==> config.mk <==
export PLATFORM = sky130hd
export DESIGN_NAME = double_ended_queue_core
export DESIGN_NICKNAME = d
export VERILOG_FILES = /design/src/design/deq_pkg.sv /design/src/design/deq_cell.sv /design/src/design/double_ended_queue_core.sv
export SDC_FILE = /design/constraint.sdc
export NUM_CORES = 2
export LEC_CHECK = 0
export BUFFER_PORTS_ARGS = -buffer_cell sky130_fd_sc_hd__buf_2
export CAP_MARGIN = 10
export CORE_ASPECT_RATIO = 1.5
export CORE_MARGIN = 2
export CORE_UTILIZATION = 35
export CTS_BUF_LIST = sky130_fd_sc_hd__clkbuf_4
export DETAILED_ROUTE_END_ITERATION = 12
export PLACE_DENSITY = 0.62
export SLEW_MARGIN = 20
export SYNTH_ARGS = -nofsm -noshare
export SYNTH_HDL_FRONTEND = slang
export SYNTH_HIERARCHICAL = 1
export SYNTH_SLANG_ARGS = --single-unit
==> constraint.sdc <==
create_clock -name clk -period 7.75 [get_ports clk]
set_input_delay 0.775 -clock clk [delete_from_list [all_inputs] [get_ports clk]]
set_output_delay 0.775 -clock clk [all_outputs]
set_load 0.05 [all_outputs]
==> src/design/deq_pkg.sv <==
// Shared types and constants for the double-ended queue core.
`default_nettype none
package deq_pkg;

    localparam int DEPTH_DEF = 16;
    localparam int WORD_W    = 32;
    localparam int FUNC_W    = 2;
    localparam int STATUS_W  = 2;
    localparam int OCC_W     = 5;

    typedef enum logic [FUNC_W-1:0] {
        F_PUSH_REAR  = 2'd0,
        F_PUSH_FRONT = 2'd1,
        F_POP_REAR   = 2'd2,
        F_POP_FRONT  = 2'd3
    } func_t;

    localparam logic [STATUS_W-1:0] ST_DONE  = 2'd0;
    localparam logic [STATUS_W-1:0] ST_EMPTY = 2'd1;
    localparam logic [STATUS_W-1:0] ST_FULL  = 2'd2;

    typedef enum logic {
        S_IDLE,
        S_DRAIN
    } state_t;

    typedef enum logic [2:0] {
        C_HOLD,
        C_PUSH_FRONT,
        C_POP_FRONT,
        C_PUSH_REAR,
        C_LOAD,
        C_DRAIN
    } cell_op_t;

    typedef struct packed {
        cell_op_t                 op;
        logic [WORD_W-1:0]        value;
    } cell_ctrl_t;

endpackage
`default_nettype wire

==> src/design/deq_cell.sv <==
// One storage cell of the queue chain: a word plus a carry word for rear reads.
`default_nettype none
module deq_cell #(
    parameter int CNT_W = 5,
    parameter int INDEX = 0
) (
    input  wire logic                         clk,
    input  wire deq_pkg::cell_ctrl_t          ctrl,
    input  wire logic [CNT_W-1:0]             count,
    input  wire logic [deq_pkg::WORD_W-1:0]   word_prev,
    input  wire logic [deq_pkg::WORD_W-1:0]   word_nxt,
    input  wire logic [deq_pkg::WORD_W-1:0]   carry_nxt,
    output logic      [deq_pkg::WORD_W-1:0]   word,
    output logic      [deq_pkg::WORD_W-1:0]   carry
);
    import deq_pkg::*;

    logic [WORD_W-1:0] word_reg, word_next;
    logic [WORD_W-1:0] carry_reg, carry_next;
    logic              is_tail;

    // this cell is the first free slot behind the rear word
    assign is_tail = (count == CNT_W'(INDEX));

    always_comb
    begin
        word_next  = word_reg;
        carry_next = carry_reg;
        case (ctrl.op)
            C_PUSH_FRONT: word_next = word_prev;
            C_POP_FRONT:  word_next = word_nxt;
            C_PUSH_REAR:
            begin
                if (is_tail)
                begin
                    word_next = ctrl.value;
                end
            end
            C_LOAD:       carry_next = word_reg;
            C_DRAIN:      carry_next = carry_nxt;
            default:
            begin
                word_next  = word_reg;
                carry_next = carry_reg;
            end
        endcase
    end

    always_ff @(posedge clk)
    begin
        word_reg  <= word_next;
        carry_reg <= carry_next;
    end

    assign word  = word_reg;
    assign carry = carry_reg;

endmodule
`default_nettype wire

==> src/design/double_ended_queue_core.sv <==
// Top level of the double-ended queue core: cell chain plus request control.
`default_nettype none
// Double-ended queue of DEPTH signed 32-bit words held in a chain of cells,
// front word always in cell 0. Push front, pop front and push rear complete
// directly from the idle state, as does any request that ends in status empty
// or full, and a pop at the rear when one word is held. A pop at the rear with
// N > 1 words held first copies the words into the carry chain, then walks
// the rear word down to cell 0 one cell per cycle, and then registers the
// result. Every request gives one result with status, popped
// data and the new occupancy (held count, low 5 bits). A push when full is
// dropped with status full; a pop when empty returns 0 with status empty. The
// output register lets a new request in during the cycle its result is taken.
module double_ended_queue_core #(
    parameter int DEPTH = deq_pkg::DEPTH_DEF
) (
    input  wire logic                                clk,
    input  wire logic                                rst_n,
    input  wire logic                                in_valid,
    output logic                                     in_ready,
    input  wire logic        [deq_pkg::FUNC_W-1:0]   func,
    input  wire logic signed [deq_pkg::WORD_W-1:0]   value,
    output logic                                     out_valid,
    input  wire logic                                out_ready,
    output logic signed      [deq_pkg::WORD_W-1:0]   data,
    output logic             [deq_pkg::STATUS_W-1:0] status,
    output logic             [deq_pkg::OCC_W-1:0]    occupancy
);
    import deq_pkg::*;

    localparam int CNT_W = $clog2(DEPTH + 1);
    localparam int EXT_W = (CNT_W > OCC_W) ? CNT_W : OCC_W;

    state_t state_reg, state_next;
    logic [CNT_W-1:0] count_reg, count_next;
    logic [CNT_W-1:0] remain_reg, remain_next;
    logic             out_valid_reg, out_valid_next;
    logic [WORD_W-1:0]   data_reg, data_next;
    logic [STATUS_W-1:0] status_reg, status_next;
    logic [OCC_W-1:0]    occ_reg, occ_next;

    cell_ctrl_t ctrl;
    logic [WORD_W-1:0] word_w  [DEPTH];
    logic [WORD_W-1:0] carry_w [DEPTH];

    logic        accept;
    logic        is_full;
    logic        is_empty;
    logic        res_load;
    func_t       func_op;
    logic [EXT_W-1:0] count_ext;

    assign func_op  = func_t'(func);
    assign in_ready = (state_reg == S_IDLE) && (!out_valid_reg || out_ready);
    assign accept   = in_valid && in_ready;
    assign is_full  = (count_reg == CNT_W'(DEPTH));
    assign is_empty = (count_reg == '0);

    for (genvar i = 0; i < DEPTH; i++)
    begin : g_cell
        logic [WORD_W-1:0] prev_w, nxt_w, cnxt_w;
        if (i == 0)
        begin : g_first
            assign prev_w = ctrl.value;
        end
        else
        begin : g_mid
            assign prev_w = word_w[i-1];
        end
        if (i == DEPTH - 1)
        begin : g_last
            assign nxt_w  = '0;
            assign cnxt_w = '0;
        end
        else
        begin : g_inner
            assign nxt_w  = word_w[i+1];
            assign cnxt_w = carry_w[i+1];
        end
        deq_cell #(
            .CNT_W (CNT_W),
            .INDEX (i)
        ) u_cell (
            .clk       (clk),
            .ctrl      (ctrl),
            .count     (count_reg),
            .word_prev (prev_w),
            .word_nxt  (nxt_w),
            .carry_nxt (cnxt_w),
            .word      (word_w[i]),
            .carry     (carry_w[i])
        );
    end

    // next state
    always_comb
    begin
        state_next = state_reg;
        unique case (state_reg)
            S_IDLE:
            begin
                if (accept && (func_op == F_POP_REAR) && !is_empty &&
                    (count_reg != CNT_W'(1)))
                begin
                    state_next = S_DRAIN;
                end
            end
            S_DRAIN:
            begin
                if (remain_reg == '0)
                begin
                    state_next = S_IDLE;
                end
            end
        endcase
    end

    // cell control and result
    always_comb
    begin
        ctrl.op     = C_HOLD;
        ctrl.value  = value;
        count_next  = count_reg;
        remain_next = remain_reg;
        res_load    = 1'b0;
        data_next   = data_reg;
        status_next = status_reg;
        unique case (state_reg)
            S_IDLE:
            begin
                if (accept)
                begin
                    res_load    = 1'b1;
                    data_next   = '0;
                    status_next = ST_DONE;
                    unique case (func_op)
                        F_PUSH_REAR, F_PUSH_FRONT:
                        begin
                            if (is_full)
                            begin
                                status_next = ST_FULL;
                            end
                            else
                            begin
                                ctrl.op = (func_op == F_PUSH_REAR) ? C_PUSH_REAR
                                                                   : C_PUSH_FRONT;
                                count_next = count_reg + CNT_W'(1);
                            end
                        end
                        F_POP_FRONT:
                        begin
                            if (is_empty)
                            begin
                                status_next = ST_EMPTY;
                            end
                            else
                            begin
                                ctrl.op    = C_POP_FRONT;
                                data_next  = word_w[0];
                                count_next = count_reg - CNT_W'(1);
                            end
                        end
                        F_POP_REAR:
                        begin
                            if (is_empty)
                            begin
                                status_next = ST_EMPTY;
                            end
                            else
                            begin
                                count_next = count_reg - CNT_W'(1);
                                if (count_reg == CNT_W'(1))
                                begin
                                    data_next = word_w[0];
                                end
                                else
                                begin
                                    // snapshot words, then shift rear word down
                                    ctrl.op     = C_LOAD;
                                    remain_next = count_reg - CNT_W'(1);
                                    res_load    = 1'b0;
                                end
                            end
                        end
                    endcase
                end
            end
            S_DRAIN:
            begin
                if (remain_reg == '0)
                begin
                    res_load    = 1'b1;
                    data_next   = carry_w[0];
                    status_next = ST_DONE;
                end
                else
                begin
                    ctrl.op     = C_DRAIN;
                    remain_next = remain_reg - CNT_W'(1);
                end
            end
        endcase
    end

    assign count_ext = EXT_W'(count_next);

    always_comb
    begin
        out_valid_next = out_valid_reg && !out_ready;
        occ_next       = occ_reg;
        if (res_load)
        begin
            out_valid_next = 1'b1;
            occ_next       = count_ext[OCC_W-1:0];
        end
    end

    always_ff @(posedge clk or negedge rst_n)
    begin
        if (!rst_n)
        begin
            state_reg     <= S_IDLE;
            count_reg     <= '0;
            remain_reg    <= '0;
            out_valid_reg <= 1'b0;
        end
        else
        begin
            state_reg     <= state_next;
            count_reg     <= count_next;
            remain_reg    <= remain_next;
            out_valid_reg <= out_valid_next;
        end
    end

    always_ff @(posedge clk)
    begin
        data_reg   <= data_next;
        status_reg <= status_next;
        occ_reg    <= occ_next;
    end

    assign out_valid = out_valid_reg;
    assign data      = data_reg;
    assign status    = status_reg;
    assign occupancy = occ_reg;

endmodule
`default_nettype wire

# Word-level counts from Yosys, hierarchy flattened
# Index checks and enable logic that the tools add are counted.
[totals]
regBits = 1075
latch_bits = 0
mem_bits_rw = 0
mem_bits_ro = 0
output_inout_bits = 41
mem_count = 0
[classes]
addsub = 3
mul = 0
div = 0
order_cmp = 0
n_eq_ne = 47
shifts = 0
mux = 91
n_bitwise = 1
reduce_logical = 35
[ops]
columns = ["cell", "n"]
rows = [
  ["32-bit case mux with 3 select lines", 16],
  ["32-bit case mux with 2 select lines", 18],
  ["32-bit 2-to-1 mux", 21],
  ["5-bit 2-to-1 mux", 9],
  ["5-bit by 4-bit equality test with 1-bit output (second input constant)", 8],
  ["2-bit by 1-bit inequality test with 1-bit output (second input constant)", 17],
  ["2-bit AND reduction", 17],
  ["5-bit by 3-bit equality test with 1-bit output (second input constant)", 4],
  ["5-bit case mux with 2 select lines", 2],
  ["2-bit 2-to-1 mux", 6],
  ["3-bit 2-to-1 mux", 4],
  ["5-bit by 2-bit equality test with 1-bit output (second input constant)", 2],
  ["5-bit zero test", 2],
  ["2-bit inequality test (second input constant)", 5],
  ["5-bit by 1-bit subtractor with 5-bit output (second input constant)", 2],
  ["1-bit 2-to-1 mux", 9],
  ["3-bit case mux with 3 select lines", 1],
  ["2-bit case mux with 2 select lines", 2],
  ["3-bit by 2-bit equality test with 1-bit output (second input constant)", 2],
  ["3-bit equality test (second input constant)", 2],
  ["1-bit logical AND", 6],
  ["3-bit case mux with 2 select lines", 1],
  ["5-bit by 1-bit adder with 5-bit output (second input constant)", 1],
  ["5-bit by 1-bit equality test with 1-bit output (second input constant)", 1],
  ["other kinds (14)", 19],
]

# Depth between registers and ports, before layout
[depth]
word_depth = 9
depth_mapped = 12

# Cells and area by module
# Netlist, hierarchy kept.
[modules_own_cells]
columns = ["module", "instances", "cells_each", "area_per_inst_um2", "seq_area_each_um2"]
rows = [
  ["deq_cell (g_cell[10].u_cell ...)", 4, 213, 3179.3, 1921.8],
  ["deq_cell (g_cell[12].u_cell ...)", 4, 213, 3176.8, 1921.8],
  ["deq_cell (g_cell[11].u_cell ...)", 2, 213, 3178.0, 1921.8],
  ["deq_cell (g_cell[1].u_cell ...)", 2, 213, 3056.7, 1921.8],
  ["deq_cell (g_cell[13].u_cell ...)", 2, 213, 3025.4, 1921.8],
  ["deq_cell (g_cell[0].u_cell)", 1, 214, 3176.8, 1921.8],
  ["deq_cell (g_cell[3].u_cell)", 1, 213, 3054.2, 1921.8],
  ["double_ended_queue_core", 1, 182, 2419.8, 1471.4],
]

# Least setup slack after synthesis
# No wires, ideal clock.
[synth_timing]
path_kind = "reg-to-reg"
startpoint = "register count_reg[0]"
endpoint = "register g_cell[0].u_cell.word_reg[0] (enable)"
setup_time_ns = 0.741
arrival_time_ns = 7.510
setup_slack_ns = -0.501
stages_incl_launch_ff = 9
path_buffers = 1
cell_sequence = "dfrtp_1 > inv_1 > ha_1 > or4b_4 > nand2_2 > buf_6 > mux2_2 > nor2_1 > a311oi_1"
[synth_lines]
columns = ["element", "line", "text"]
rows = [
  ["start, declared", "double_ended_queue_core.sv:34", "logic [CNT_W-1:0] count_reg, count_next;"],
  ["start signal, assigned", "double_ended_queue_core.sv:229", "count_reg <= count_next;"],
  ["end signal, assigned", "deq_cell.sv:51", "word_reg <= word_next;"],
  ["end, declared", "deq_cell.sv:18", "logic [WORD_W-1:0] word_reg, word_next;"],
]

==> results.md <==
* Ys flop type: edfxtp_1
* Detailed Place HPWL at 72060 um
* Cells after synthesis at about 3600
* Worst Setup SP: count_reg[0]
* Total GRT Usage at a little over an eighth
* Max-cap viol count at 0
* Critical path buffers and inverters at 4
* Clk buf depth at 3
* FF-to-FF path depth at 12
* Unique masters post-synth at 58
* VDD IR max at 0.0003036 V
* Clock sinks at roughly 1100
* CP required at roughly 8.6 ns
* Adder-cell share of the synthesized area at 0.1189%
* Yosys synthesis warning count at 6
* Synthesized cell area at between 50000 and 60000 um2
* Final #Nets at about 3800
* Post-CTS setup buffer count at 0
* Grt total ovfl at 0
* I/O pins at 79
* Fraction of registers with async set/reset at around 1.1%
* Sequential share of the synthesized area at 61.26%
* CTS tree: built
* Avg WL per Cell at 17.06 um
* Endpoints failing setup at 0
* Crit-path max cell delay at around 0.84 ns
* Syn Area/Cell at 14.65 um2
* Largest family of logic cells by synthesized area: multiplexers
* Final instance area at 57680 um2
* Num rows at 174
* Pin count of the biggest net entering global routing at between 100 and 150
* First-pass GRT wire length at approximately 160000 um
* Crit Path Max Fanout at 41
* Final period utilization at between 60% and 70%
* Yosys top cell by area: edfxtp_1
* Routed WL at roughly 100000 um
* Placed insts at between 5000 and 6000
* Initial DRC count at between 1500 and 2000
* Port Buffers at 78
* Initial antenna violation count at 8
* Final count of hold timing violations at 0
* Clock buffer count from CTS at ~240
* Most common cell in the synthesized netlist: edfxtp_1
* Mux contribution to synthesized area at a little under a quarter
* Number of flops mapped to enable cells by yosys at roughly 1100
* CP Capture Type: flop
* H-tree levels at 4
* Hold crit path type: primary input to flop
* Placed instance area at between 50000 and 60000 um2
* GP Congestion at 0.7341
* Die H at 478.8 um
* Post-Place Setup Slack at about 2.8 ns
* Synth area leaders: edfxtp_1 61%, mux2_4 10%, mux2i_1 9.8%, o21ai_0 4.9%, nand2_1 3.7%
* Final Skew at approximately 0.055 ns
* Synth Area in Compound Gates at between 5 and 6%
* Synth Area in Simple Gates at 5.526%
* CP most frequent cell: buf_4
* Minimum clock period at around 5 ns
* Core region area at between 100000 and 150000 um2
* Status: complete, no violations
* Remaining DRCs at 0
* Synth top area share at approximately 61%
* R2R setup slack at 2.73 ns
* Fin util at about 39%
* Data arrival, critical path at between 5 and 6 ns
* Leakage at around 23 nW
* Setup_tns at 0 ns
* P&R area growth vs syn at 9.663%
* Clock root cell: clkbuf_4
* Setup CP Type: flop to flop
* Total number of vias at 28079
* Worst skew pair latency at 1.15 ns
* Hold path endpoint: state_reg
* Vias per cell at between 4 and 5
* DR pass1 iterations at 5
* Number of synthesized register bits at 1075
* Final setup margin at 2.726 ns
* Worst slew margin relative to its limit at between 20% and 30%
* Post-synth top cells: 1063 x edfxtp_1, 523 x nand2_1, 520 x o21ai_0
* RSZ-0062 raised after global routing: no
* Fillers at between 10000 and 15000
* Initial Util at a little over a third
* Tightest Pin Transition at around 1.1 ns
* CP startpoint kind: flop
* Number of global-route vias before repair at 30068
* Hold Startpoint: func[0]
* Die W at ~320 um
* Die Area at about 150000 um2
* CP delay by family, top: buffers and inverters
* Worst path slowest cell: dfrtp_1
* Antenna Violating Nets Remaining at 0
* Crit Reg-Reg Endpoint: g_cell[3].u_cell/carry[2]
* Pwr per Cell Area at approximately 490 nW/um2
* Critical R2R Launch: count_reg[0]
* Layout cells sized above 1 at 27.21%
* Final slew viol count at 0
* Hold path cells at 4
* Synth Area in XOR/XNOR at less than 1%
* Layout Cells excl Fill at just under 6000
* Worst-path clk slew at roughly 0.080 ns
* Max Fclk at approximately 0.20 GHz
* CP cell instances: inv_1 -> ha_1 -> nor3b_1 -> a21o_1 -> mux2_2 -> nor2_4 -> buf_4 -> buf_4 -> nor2b_4 -> buf_4 -> nand2_4 -> mux2_2
## area by class of cell
type,instances,area (um2),area share (%)
diodes,9,22.52,0.03905
clock buffers,357,2680,4.647
repair buffers,148,963.4,1.670
multi-input cells,2330,19020,32.97
well taps,1936,2422,4.200
inverters,11,41.29,0.07159
flip-flops and latches,1075,32220,55.86
clock inverters,67,309.0,0.5358
## layout by cell type, fill, tap and decap left out, types with 4 or more instances in the layout
cell / count
nand2_4: 14
a22o_1: 32
buf_4: 63
diode_2: 9
nor2_1: 20
mux2_1: 14
a311oi_4: 16
nor4b_1: 4
nand2_1: 523
dlygate4sd3_1: 4
mux2i_1: 514
inv_2: 6
nand3b_1: 6
mux2_4: 351
inv_1: 10
mux2_2: 149
conb_1: 64
nand3_1: 5
nor3_1: 5
clkinv_1: 56
buf_2: 78
nor3b_1: 6
clkbuf_4: 357
edfxtp_1: 1063
clkinv_2: 4
xnor2_1: 5
nand2b_1: 4
nand2b_2: 15
o21ai_0: 519
ha_1: 5
dfrtp_1: 12
nor2b_4: 16
## worst max-delay path by stage
| stage | depth (start not counted) | endpoint | slack [ns] |
|---|---|---|---|
| after CTS | 12 | g_cell[2].u_cell/carry[22] | 2.72 |
| after global placement | 12 | g_cell[3].u_cell/carry[7] | 2.87 |
| after detailed placement | 12 | g_cell[2].u_cell/carry[10] | 2.77 |
| after floorplan | 9 | g_cell[0].u_cell/word[0] | 0.92 |
| after global routing | 12 | g_cell[3].u_cell/carry[2] | 2.45 |
| final | 12 | g_cell[3].u_cell/carry[2] | 2.73 |
## per-stage QoR
step,hold WS [ns],total power [W]
after floorplan,0.4794,0.02209
after global placement,0.5048,0.02378
after detailed placement,0.5130,0.02427
after CTS,0.01419,0.02867
after global routing,0.07890,0.03006
final,0.2002,0.02826
## per-layer routing
layer	part of all wire, %	GRT usage (%)
met3	3.6	2.876
met2	55	25.17
met5	0.068	0
met1	40	13.99
met4	2.0	4.363
## worst reg2reg max path: cells and delay by family, from the launching register on
family	cells	cell delay [ns]
AND/OR/NAND/NOR	4	0.85
multiplexers	2	0.71
AO/OA/AOI/OAI	1	0.31
flip-flops	1	0.84
buffers and inverters	4	1.75
adder cells (fa/ha/maj)	1	0.27
## report_power, final
part	internal (W)	switching, W
Clock	0.00215	0.00214
Combinational	0.00523	0.00569
Sequential	0.0114	0.00164
## logic make-up after synthesis
group,Yosys count
AO/OA/AOI/OAI,584
XOR/XNOR,6
adder cells (fa/ha/maj),5
buffers and inverters,249
flip-flops,1075
multiplexers,1028
other,1
AND/OR/NAND/NOR,643
## repair_timing
action	CTS	global route
gates resized for setup	0	0
setup endpoints to repair	0	0
hold buffers	4	0
hold endpoints to repair	18	0
Power figures use the tool's default switching activity.
